### config.mk
export PLATFORM = sky130hd
export DESIGN_NAME = dsp_div
export DESIGN_NICKNAME = d
export VERILOG_FILES = /design/src/hw/rtl/dsp_pkg.sv /design/src/hw/rtl/dsp_div.sv
export SDC_FILE = /design/constraint.sdc
export NUM_CORES = 1
export LEC_CHECK = 0
export ABC_CLOCK_PERIOD_IN_PS = 6260
export BUFFER_PORTS_ARGS = -buffer_cell sky130_fd_sc_hd__buf_2
export CORE_MARGIN = 1
export CORE_UTILIZATION = 56
export CTS_CLUSTER_SIZE = 10
export DETAILED_ROUTE_END_ITERATION = 16
export GPL_TIMING_DRIVEN = 0
export PLACE_DENSITY = 0.83
export REMOVE_ABC_BUFFERS = 1
export SKIP_LAST_GASP = 1
export SYNTH_ARGS = -nofsm -noshare
export SYNTH_HDL_FRONTEND = slang
export SYNTH_SLANG_ARGS = --single-unit
### constraint.sdc
create_clock -name i_clk -period 6.26 [get_ports i_clk]
set_input_delay 0.313 -clock i_clk [delete_from_list [all_inputs] [get_ports i_clk]]
set_output_delay 0.313 -clock i_clk [all_outputs]
set_load 0.01 [all_outputs]
### src/hw/rtl/dsp_pkg.sv
// shared widths, constants and divider interface types for the divisor-sum block
package dsp_pkg;

    // payload widths
    localparam int NUM_W     = 16;
    localparam int SUM_W     = 18;
    localparam int S_TDATA_W = 16;
    localparam int M_TDATA_W = 24;
    localparam int M_PAD_W   = M_TDATA_W - SUM_W - 1;

    // internal datapath widths
    localparam int PROD_W = 20;             // full sigma below 65536 fits in 19 bits
    localparam int TERM_W = 18;             // 1 + p + ... + p^k stays below 2^17
    localparam int DVS_W  = 9;              // trial divisors run 2..256
    localparam int REM_W  = DVS_W;
    localparam int DIV_STEPS = NUM_W;       // one quotient bit per cycle
    localparam int CNT_W  = $clog2(DIV_STEPS);

    localparam logic [SUM_W-1:0] SUM_MAX = {SUM_W{1'b1}};

    // divider request and response
    typedef struct packed {
        logic             start;
        logic [NUM_W-1:0] dividend;
        logic [DVS_W-1:0] divisor;
    } t_div_req;

    typedef struct packed {
        logic             done;
        logic [NUM_W-1:0] quot;
        logic [REM_W-1:0] rem;
    } t_div_rsp;

endpackage

### src/hw/rtl/dsp_div.sv
// bit-serial restoring divider, one quotient bit per cycle
module dsp_div (
    input  logic              i_clk,
    input  logic              i_rst_n,
    input  dsp_pkg::t_div_req i_req,
    output dsp_pkg::t_div_rsp o_rsp
);
    import dsp_pkg::*;

    logic             r_busy;
    logic             r_done;
    logic [CNT_W-1:0] r_cnt;
    logic [NUM_W-1:0] r_work;
    logic [REM_W-1:0] r_rem;
    logic [DVS_W-1:0] r_dvs;

    logic [REM_W:0]   w_trial;
    logic             w_ge;
    logic [REM_W:0]   w_diff;

    // trial subtract of the shifted partial remainder
    assign w_trial = {r_rem, r_work[NUM_W-1]};
    assign w_ge    = w_trial >= {1'b0, r_dvs};
    assign w_diff  = w_trial - {1'b0, r_dvs};

    // control
    always_ff @(posedge i_clk) begin
        if (!i_rst_n) begin
            r_busy <= 1'b0;
            r_done <= 1'b0;
            r_cnt  <= '0;
        end else begin
            r_done <= 1'b0;
            if (i_req.start) begin
                r_busy <= 1'b1;
                r_cnt  <= '0;
            end else if (r_busy) begin
                r_cnt <= r_cnt + CNT_W'(1);
                if (r_cnt == CNT_W'(DIV_STEPS - 1)) begin
                    r_busy <= 1'b0;
                    r_done <= 1'b1;
                end
            end
        end
    end

    // datapath
    always_ff @(posedge i_clk) begin
        if (i_req.start) begin
            r_work <= i_req.dividend;
            r_rem  <= '0;
            r_dvs  <= i_req.divisor;
        end else if (r_busy) begin
            r_work <= {r_work[NUM_W-2:0], w_ge};
            r_rem  <= w_ge ? w_diff[REM_W-1:0] : w_trial[REM_W-1:0];
        end
    end

    assign o_rsp.done = r_done;
    assign o_rsp.quot = r_work;
    assign o_rsp.rem  = r_rem;

endmodule

==> metrics.txt <==
Leak Pwr=0.00106 uW; width of the die=~63 um; crit share post-route=0.442; wire per inst=between 10 and 15 um; status=completed; number of buffers and inverters on the critical path=2; CTS max path bufs=2; final clock skew=3.04 ps; Hold Path Class=input pin to register; setup TNS=0 ps; worst vdd ir=0.159 mV; post-synth cell types=44; first-pass GRT wire length=approximately 6.6 mm; normalized max-slew margin=0.424; Register Area=between 1000 and 1500 um2; Post-Route Utilization=0.710; DR vias/cell=roughly 5.5; cts repair resizes=0; asr flop ratio synth=0; Initial Utilization=0.603; H-tree depth=2; antenna viol nets, final=0; detailed router's first-iteration violation count=110; net count reported at finish=270; reg-to-reg slack, setup=between 3000 and 4000 ps; clock slew at reported path FFs=roughly 70 ps; CP Cell Sequence=inv_1, ha_1, inv_1, fa_1, a211oi_1, o21a_1, o211ai_2, mux2_2; Critical path origin=r_work[15]; Routability Congestion=0.862; Worst path top cell family by delay=compound AO/OA/AOI/OAI gates; termination of the worst setup path=r_work[0]; most frequent cells in the layout=buf_2, edfxtp_1, nor2_1; R2R depth=8; max-cap viol count=0; hold-fix buffers at CTS=0; Hold Path Depth=1; fill cell count=around 250; reg2reg start=r_work[15]; die footprint=a little under 4000 um2; Die H=62.9 um; power per standard cell area=approximately 260 nW/um2; Avg Inst Size Synth=around 12 um2; total number of vias=~1500; Area Overhead vs Synth=17.7%; Routed WL=approximately 3.9 mm; HPWL Detailed=roughly 2.8 mm; IO Count=54; CP required=6300 ps; Syn Inst Count=roughly 180; vias in the first global route=about 1500; Post CTS Setup Buffer Count=0; Setup CP Type=register to register; number of synthesized flops with an enable pin=25; fmax=0.361 GHz; largest area contributor in the netlist=edfxtp_1; capturing point of the worst reg2reg path=r_work[0]; aggregate global routing overflow=0; highest fanout seen on the critical path=8; share of the synthesized area in the top cell type=0.362; Finish-stage setup viols=0; final hold vios=0; most common cell after layout, fill and taps aside=buf_2; clk sinks=40; CTS tree=yes; GRT Total Usage=0.212; CP peak stage delay=roughly 470 ps; startpoint types=register; minimum clock period=2770 ps; Syn Std Cell Area=approximately 2100 um2; RSZ-0062 raised after global routing=no; clk_lat worst skew=280 ps; sequential area share after synthesis=0.506; footprint of the multi-input gates=approximately 950 um2; layout cell share with drive strength beyond 1=0.345; CTS Buf Count=5; synth warn=0; clock tree root driver cell=clkbuf_8; kind of end point of the critical path=register; worst-margin pin slew=approximately 860 ps; largest net degree at the start of global routing=38; n_diodes=0; Core ar.=roughly 3400 um2; DRC Markers=0; WP data arrival=between 2000 and 3000 ps; synth top area cells=edfxtp_1, dfxtp_1, mux2_2, ha_1, mux2i_1; most frequent cell on the critical path=inv_1; Buffers on Ports=between 50 and 60; first-pass iteration count of the detailed router=4; most used flip-flop cell after synthesis=edfxtp_1; Seq cells post-synth=40; WP depth=8; std cell rows=21; initial antenna violation count=0; fin. max-slew vios=0; CP max stage cell=a211oi_1
==> per-stage QoR <==
step	hold WS [ps]	setup slack [ps]	cells	area [um2]	total power, uW
floorplan	381	3820	171	2040	431
global placement	474	3590	270	2360	477
detailed placement	473	3560	270	2360	482
CTS	192	3520	278	2440	642
global route	189	3310	278	2440	670
finish	201	3490	278	2440	637
==> Yosys cell counts (2+ instances only) <==
library cell	instances
a211oi_1	7
o211ai_1	4
nand3b_1	2
a311oi_1	3
clkbuf_1	3
buf_2	2
nand3_1	4
nor2_1	17
edfxtp_1	25
xor2_1	5
buf_1	2
dfxtp_1	15
inv_1	11
mux2_2	16
a21oi_1	7
nand2_1	9
mux2i_1	7
xnor2_1	2
ha_1	10
nand2b_1	4
==> sequential cells by signal, summed over array words and instances, names as in the netlist <==
register,count
r_rem,9
r_busy,1
r_done,1
r_cnt,4
r_work,16
r_dvs,9
==> how the worst min path moves through the flow <==
stage / from / end / slack [ps]
final: i_req[4] / r_dvs[4] / 200
after global routing: i_req[7] / r_dvs[7] / 190
after CTS: i_req[7] / r_dvs[7] / 190
after detailed placement: r_cnt[3] / r_done / 470
after global placement: r_cnt[3] / r_done / 470
after floorplan: i_req[25] / r_rem[8] / 380
==> cell families after synthesis <==
kind of cell	share of synthesized area
AO/OA/AOI/OAI	0.114
XOR/XNOR	0.0295
adder cells (fa/ha/maj)	0.0699
buffers and inverters	0.0374
flip-flops	0.506
multiplexers	0.121
AND/OR/NAND/NOR	0.122
==> power breakdown <==
group / total [uW] / switching (uW) / internal (uW)
logic: 153 / 82.9 / 70.5
clock network: 160 / 82.4 / 77.6
registers: 324 / 17.2 / 307
==> layout make-up <==
type,instances,share of cell area
Tap cell,46,0.0236
Inverter,11,0.0169
Clock buffer,7,0.0313
Clock inverter,1,0.00154
Timing Repair Buffer,53,0.109
Sequential cell,40,0.430
Multi-Input combinational cell,120,0.388
==> routing by layer <==
layer | up-vias | share of wire | GRT usage
li1 | 765 | - | -
met1 | 729 | 0.47 | 0.284
met2 | 40 | 0.49 | 0.344
met3 | 4 | 0.034 | 0.0383
met4 | 0 | 0.0080 | 0.0727
met5 | - | 0 | 0
Note: power is estimated with default switching activity, not from simulation.
